===== src/hdl/est_pkg.sv =====
// -----------------------------------------------------------------------------
// est_pkg
// Shared types, constants and arithmetic helpers for the Euler/scale
// transform engine.
// -----------------------------------------------------------------------------
`default_nettype none

package est_pkg;

  localparam int CORDIC_STEPS = 30;
  localparam int TRIG_FRAC    = 30;
  localparam logic signed [32:0] CORDIC_GAIN = 33'sd652032874;
  localparam logic signed [31:0] I32_MAX = 32'sh7fff_ffff;
  localparam logic signed [31:0] I32_MIN = 32'sh8000_0000;

  // Mode codes
  localparam logic [1:0] MODE_YXZ = 2'd0;
  localparam logic [1:0] MODE_XYZ = 2'd1;

  // One CORDIC lane: rotating vector plus residual phase
  typedef struct packed {
    logic signed [32:0] x;
    logic signed [32:0] y;
    logic signed [31:0] z;
  } est_rot_t;

  // Data that rides along the cell chain untouched
  typedef struct packed {
    logic [1:0]        mode;
    logic [2:0][1:0]   quad;
    logic [2:0][31:0]  scale;
    logic [2:0][31:0]  offset;
    logic [2:0][31:0]  mag;
  } est_side_t;

  // Per-step atan(2^-i), 2^-32 turn units
  function automatic logic signed [31:0] est_atan(input int i);
    logic signed [31:0] v;
    case (i)
      0:  v = 32'sd536870912;
      1:  v = 32'sd316933406;
      2:  v = 32'sd167458907;
      3:  v = 32'sd85004756;
      4:  v = 32'sd42667331;
      5:  v = 32'sd21354465;
      6:  v = 32'sd10679838;
      7:  v = 32'sd5340245;
      8:  v = 32'sd2670163;
      9:  v = 32'sd1335087;
      10: v = 32'sd667544;
      11: v = 32'sd333772;
      12: v = 32'sd166886;
      13: v = 32'sd83443;
      14: v = 32'sd41722;
      15: v = 32'sd20861;
      16: v = 32'sd10430;
      17: v = 32'sd5215;
      18: v = 32'sd2608;
      19: v = 32'sd1304;
      20: v = 32'sd652;
      21: v = 32'sd326;
      22: v = 32'sd163;
      23: v = 32'sd81;
      24: v = 32'sd41;
      25: v = 32'sd20;
      26: v = 32'sd10;
      27: v = 32'sd5;
      28: v = 32'sd3;
      29: v = 32'sd1;
      default: v = 32'sd0;
    endcase
    return v;
  endfunction

  // Q30 x Q30 product, rounded half up back to Q30
  function automatic logic signed [32:0] est_qmul(input logic signed [32:0] a,
                                                  input logic signed [32:0] b);
    logic signed [65:0] p;
    p = 66'(a) * 66'(b) + (66'sd1 <<< (TRIG_FRAC - 1));
    return p[62:30];
  endfunction

  // Saturate a 36-bit signed value to 32 bits
  function automatic logic signed [31:0] est_sat(input logic signed [35:0] v);
    logic signed [31:0] r;
    if (v > 36'(I32_MAX)) r = I32_MAX;
    else if (v < 36'(I32_MIN)) r = I32_MIN;
    else r = v[31:0];
    return r;
  endfunction

endpackage

`default_nettype wire


===== src/hdl/est_cell.sv =====
// -----------------------------------------------------------------------------
// est_cell
// One link of the chain: a CORDIC micro-rotation for all three angles and
// one restoring-division bit for all three reciprocal scales, else pass-through.
// -----------------------------------------------------------------------------
`default_nettype none

module est_cell #(
  parameter int IDX   = 0,
  parameter int NUM_W = 33
) (
  input  wire logic                  clk_i,
  input  wire logic                  rst_ni,
  input  wire logic                  en_i,
  input  wire logic                  valid_i,
  input  wire est_pkg::est_side_t    side_i,
  input  wire est_pkg::est_rot_t     rot_i [3],
  input  wire logic [NUM_W-1:0]      num_i [3],
  input  wire logic [31:0]           rem_i [3],
  input  wire logic [NUM_W-1:0]      quo_i [3],
  output logic                       valid_o,
  output est_pkg::est_side_t         side_o,
  output est_pkg::est_rot_t          rot_o [3],
  output logic [NUM_W-1:0]           num_o [3],
  output logic [31:0]                rem_o [3],
  output logic [NUM_W-1:0]           quo_o [3]
);
  import est_pkg::*;

  est_rot_t         rot_d [3];
  logic [NUM_W-1:0] num_d [3];
  logic [31:0]      rem_d [3];
  logic [NUM_W-1:0] quo_d [3];

  // Per-lane step logic
  always_comb begin
    logic [32:0] trial;
    logic [32:0] dvs;
    for (int l = 0; l < 3; l++) begin
      rot_d[l] = rot_i[l];
      num_d[l] = num_i[l];
      rem_d[l] = rem_i[l];
      quo_d[l] = quo_i[l];
      trial    = '0;
      dvs      = '0;
      if (IDX < CORDIC_STEPS) begin
        if (!rot_i[l].z[31]) begin
          rot_d[l].x = rot_i[l].x - (rot_i[l].y >>> IDX);
          rot_d[l].y = rot_i[l].y + (rot_i[l].x >>> IDX);
          rot_d[l].z = rot_i[l].z - est_atan(IDX);
        end else begin
          rot_d[l].x = rot_i[l].x + (rot_i[l].y >>> IDX);
          rot_d[l].y = rot_i[l].y - (rot_i[l].x >>> IDX);
          rot_d[l].z = rot_i[l].z + est_atan(IDX);
        end
      end
      if (IDX < NUM_W) begin
        trial    = {rem_i[l], num_i[l][NUM_W-1]};
        dvs      = {1'b0, side_i.mag[l]};
        num_d[l] = num_i[l] << 1;
        if (trial >= dvs) begin
          rem_d[l] = 32'(trial - dvs);
          quo_d[l] = {quo_i[l][NUM_W-2:0], 1'b1};
        end else begin
          rem_d[l] = trial[31:0];
          quo_d[l] = {quo_i[l][NUM_W-2:0], 1'b0};
        end
      end
    end
  end

  // Valid bit
  always_ff @(posedge clk_i or negedge rst_ni) begin
    if (!rst_ni) begin
      valid_o <= 1'b0;
    end else if (en_i) begin
      valid_o <= valid_i;
    end
  end

  // Payload
  always_ff @(posedge clk_i) begin
    if (en_i) begin
      side_o <= side_i;
      for (int l = 0; l < 3; l++) begin
        rot_o[l] <= rot_d[l];
        num_o[l] <= num_d[l];
        rem_o[l] <= rem_d[l];
        quo_o[l] <= quo_d[l];
      end
    end
  end

endmodule

`default_nettype wire


===== config.mk =====
export PLATFORM = sky130hd
export DESIGN_NAME = est_cell
export DESIGN_NICKNAME = d
export VERILOG_FILES = /design/src/hdl/est_pkg.sv /design/src/hdl/est_cell.sv
export SDC_FILE = /design/constraint.sdc
export NUM_CORES = 2
export LEC_CHECK = 0
export ABC_AREA = 1
export BUFFER_PORTS_ARGS = -buffer_cell sky130_fd_sc_hd__buf_4
export CAP_MARGIN = 20
export CORE_AREA = 2 2 686 688
export CTS_CLUSTER_DIAMETER = 40
export DETAILED_ROUTE_END_ITERATION = 12
export DIE_AREA = 0 0 688 690
export GPL_TIMING_DRIVEN = 0
export PLACE_DENSITY = 0.3
export SYNTH_ARGS = -nofsm -noshare
export SYNTH_HDL_FRONTEND = slang
export SYNTH_SLANG_ARGS = --single-unit

===== constraint.sdc =====
create_clock -name clk_i -period 2.1 [get_ports clk_i]
set_input_delay 0.42 -clock clk_i [delete_from_list [all_inputs] [get_ports clk_i]]
set_output_delay 0.42 -clock clk_i [all_outputs]
set_load 0.01 [all_outputs]

======== Yosys cells after proc, flatten, opt, wreduce, memory -nomap -nowiden ========
Index checks and enable logic that the tools add are counted.
Widths: inputs -> output; s select.
storage, ports and cells
  output and inout bits ................... 885
  register bits ........................... 882
  input port bits ......................... 888
operators by class
  multiplexer cells ....................... 9
  magnitude comparators ................... 3
  add/subtract/negate cells ............... 18
operators by type and width
  operator                count
  $mux 98                 3
  $sub 33x33->33          6
  $add 33x33->33          3
  $ge 33x32->1            3
  $add 32x31->32 const B  3
  $mux 32                 3
  $sub 32x31->32 const B  3
  $sub 32x32->32          3
  $mux 1                  3

======== Depth between registers and ports, before layout ========
  word-level depth ........................ 2
  depth in mapped cells ................... 17
  depth with buffers taken out ............ 15

======== Least setup slack after synthesis ========
Ideal clock, no wire load.
  path type ............................... input port to flip-flop
  start ................................... input rot_i[32] (netlist name)
  end ..................................... register rot_o[56] (netlist name) (data pin)
  path buffers ............................ 0
  data arrival time ....................... 2004 ps
  cell stages on the path ................. 13
  library setup time ...................... 254 ps
  path slack .............................. -158 ps
  cell sequence ........................... inv_1 ha_1 fa_1 o21ai_0 nand2_1 nand2_1 nand2_1 nand2_1 nand2_1 nand2_1 nand2_1 nand3_1 nand2_1
RTL lines
  what                             line            text
  from (decl)                      est_cell.sv:17  input wire est_pkg::est_rot_t rot_i [3],
  to (signal, indexed assignment)  est_cell.sv:86  rot_o[l] <= rot_d[l];
  to (decl)                        est_cell.sv:23  output est_pkg::est_rot_t rot_o [3],

======== Final worst setup path ========
  start ................................... register side_o[264] (netlist name)
  end ..................................... output side_o[264] (netlist name)
RTL lines
  what                    line            text
  from (decl)             est_cell.sv:22  output est_pkg::est_side_t side_o,
  from (signal assigned)  est_cell.sv:84  side_o <= side_i;
No word-level cell between the ends.

==> summary.md <==
| Metric | Value |
|---|---|
| Num ports | `between 1500 and 2000` |
| Hold WC Path Type | `in -> reg` |
| Net Sw Frac | `31.63%` |
| Mapped Cells | `7292` |
| Final setup vio count | `3` |
| Core footprint | `466700 sq um` |
| Antenna violations before repair | `96` |
| Fillers | `52820` |
| Placed Area | `78700 sq um` |
| Die span in y | `690 microns` |
| Post-route DRC | `0` |
| Port Buffers | `1763` |
| Least-Margin Pin Slew | `roughly 1.1 ns` |
| Root buffer cell | `clkbuf_16` |
| Setup crit start | `side_o[264]$_DFFE_PP_` |
| Min cycle time layout | `2.133 ns` |
| Vias/cell | `3.590` |
| Req. time, crit path | `1.68 ns` |
| Die W | `688 microns` |
| Hold_sp | `en_i` |
| Mapped Area | `around 57000 sq um` |
| Layout area overhead | `65.19%` |
| Reg power frac | `between 20 and 30%` |
| CP bufs+invs | `1` |
| Post-synthesis async set-or-reset flop share | `less than 1%` |
| Via Count | `58920` |
| Slew Limit Fails | `0` |
| Avg WL per Cell | `22.37 microns` |
| Status | `finished with violations` |
| Nets@finish | `11280` |
| RSZ-0062 raised after global routing | `yes` |
| Leak | `approximately 0.044 uW` |
| Multi-input logic area | `25740 sq um` |
| Worst Path Arrival | `between 1.5 and 2 ns` |
| Worst slew margin relative to its limit | `about a quarter` |
| Num CTS Buffers | `235` |
| Synth cell types | `43` |
| FF-to-FF Start | `valid_o$_DFFE_PN0P_` |
| Area contributors post-synth | `edfxtp_1 (46%), nand2_1 (16%), inv_1 (8.5%)` |
| Global-route wire length before repair | `491.4 mm` |
| Vias in the first global route | `60260` |
| Worst setup path class | `reg -> out` |
| Setup ws final | `-0.03260 ns` |
| CP top delay family | `flip-flops` |
| Clock-pin slew on the worst setup and hold paths | `0.05 ns` |
| FP Rows | `251` |
| Count leader, synth | `nand2_1` |
| Clk sinks | `879` |
| Placement Setup Slack | `-1.424 ns` |
| Comb pwr share | `23.7%` |
| PD cells | `832.1 nW/um^2` |
| Delay of the slowest critical-path stage | `0.58 ns` |
| Top post-synthesis cells by count | `nand2_1 (2440), inv_1 (1301), edfxtp_1 (878)` |
| Share of the yosys chip area belonging to registers | `46.18%` |
| H-Tree Depth | `4` |
| Leading area contributor after synthesis | `edfxtp_1` |
| Critical path fanouts, max | `1` |
| Critical path, cell by cell | `buf_6` |
| Overall routing resource usage | `14.82%` |
| GP Congestion | `0.8392` |
| Pin count of the biggest net entering global routing | `between 100 and 150` |
| Number of synthesized register bits | `879` |
| Slowest library cell on the worst path | `edfxtp_1` |
| Routed Antenna Nets | `0` |
| Clk_lat worst skew | `around 0.86 ns` |
| Ys flop type | `edfxtp_1` |
| Die footprint | `474700 sq um` |
| Syn. warnings | `0` |
| Failing checks | `negative hold slack, negative setup slack` |
| Grt total ovfl | `0` |
| CTS max path bufs | `4` |
| Detailed Route WL | `367.2 mm` |
| FMAX | `between 0.4 and 0.5 GHz` |
| DP Wirelength | `approximately 310 mm` |
| Final Instance Area | `94400 sq um` |
| 1st-iter DRT viols | `3456` |
| Synth top area share | `46.14%` |
| Layout Utilization | `20.23%` |
| CTS tree | `done` |
| Avg Inst Size Synth | `7.836 sq um` |
| P_sw | `24850 uW` |
| Worst-case vdd ir drop | `around 0.00069 V` |
| Post-route clock skew | `0 ns` |
| Setup crit start kind | `register` |
| Fin Hold WS | `-0.09425 ns` |
| Starting density of the core | `roughly an eighth` |
| Tcrit/Tclk final | `101.6%` |
| Max-cap violations | `0` |
| Endpoints failing hold | `25` |
| Clk pwr share | `48.0%` |
| Post-synth EDFFs | `878` |
| Power Internal | `~54000 uW` |
| Drt pass-1 iters | `6` |
| Register Area | `26390 sq um` |
| CP Capture Type | `output pin` |
| Layout cells sized above 1 | `23.56%` |
what timing repair did:
action                                  4_1_cts  5_1_grt
hold buffers                                682       14
pin swaps                                     0       12
hold endpoints to repair                    767       89
gates resized for setup                      72       93
buffers inserted                              0        9
cloned                                        1        0
endpoints found under the setup margin      125      182
registers in the layout (all words and copies together) (netlist names):
register	flops
side_o	296
rem_o	96
rot_o	291
num_o	96
valid_o	1
quo_o	99
power by group through the flow:
stage               clock (uW)  sequential (uW)  combinational, uW
floorplan                    0            23300               6620
global placement             0            22800              17700
detailed placement           0            22500              17600
CTS                      39000            22200              18900
global route             39700            22400              20400
finish                   37700            22200              18600
final timing paths:
| kind | to | slack (ns) | cells past startpoint |
|---|---|---|---|
| min | side_o[132]$_DFFE_PP_ | -0.09 | 1 |
| max reg2reg | valid_o$_DFFE_PN0P_ | 1.35 | 1 |
| min in group asynchronous | valid_o$_DFFE_PN0P_ | 0.41 | 3 |
| max in group asynchronous | valid_o$_DFFE_PN0P_ | 1.59 | 3 |
| max | side_o[264] | -0.03 | 1 |
| min reg2reg | valid_o$_DFFE_PN0P_ | 0.52 | 1 |
final cells by class:
| type | instances | share of cell area (%) |
|---|---|---|
| diodes | 21 | 0.05567 |
| plain buffers | 147 | 0.8032 |
| clock buffers | 257 | 6.317 |
| clock inverters | 183 | 2.366 |
| inverters | 1302 | 5.193 |
| multi-input cells | 4956 | 27.26 |
| flip-flops and latches | 879 | 27.96 |
| well taps | 6198 | 8.215 |
| repair buffers | 2472 | 21.83 |
logic make-up (layout without fill, tap and decap cells):
group | count (synthesis) | in the layout | synth area share [%]
simple gates | 3765 | 3765 | 26.82
buf+inv | 1459 | 4361 | 9.857
flops | 879 | 879 | 46.18
compound gates | 659 | 659 | 6.194
fa+ha+maj | 399 | 399 | 8.933
xor+xnor | 126 | 126 | 1.931
mux | 4 | 4 | 0.07226
other cells | 1 | 24 | 0.006562
placed cells by master (no fill, tap or decap), drive strengths merged, types with 50 or more instances in the layout:
cell type    Yosys  layout
a21oi          303     303
xor2           106     106
clkinv           0     102
buf            105    1881
ha             384     384
nand3          598     598
dlygate4sd3      0     688
clkbuf          52     304
nor2           552     552
o21ai          258     258
edfxtp         878     878
inv           1302    1308
o21bai          50      50
nand2         2446    2446
through the flow:
| stage | hold slack, ns | power [uW] | TNS (ns) | instances |
|---|---|---|---|---|
| 6_report | -0.09425 | 78550 | -0.05270 | 16420 |
| 5_1_grt | -0.1372 | 82460 | -0.8500 | 16410 |
| 4_1_cts | -0.3096 | 80220 | -3.539 | 16380 |
| 3_5_place_dp | 0.1960 | 40140 | -546.87 | 15270 |
| 3_3_place_gp | 0.1954 | 40490 | -8155.36 | 15260 |
| 2_1_floorplan | 0.1244 | 29940 | -0.09514 | 7294 |
metal layers:
layer  vias up  share of wire, %  track usage [%]
met1     27960                40            17.08
li1      28760                 -                -
met5         -             0.013                0
met2      1738                51            27.24
met3       459               5.9            3.066
met4         8               3.4            4.385
Note: power is estimated with default switching activity, not from simulation.
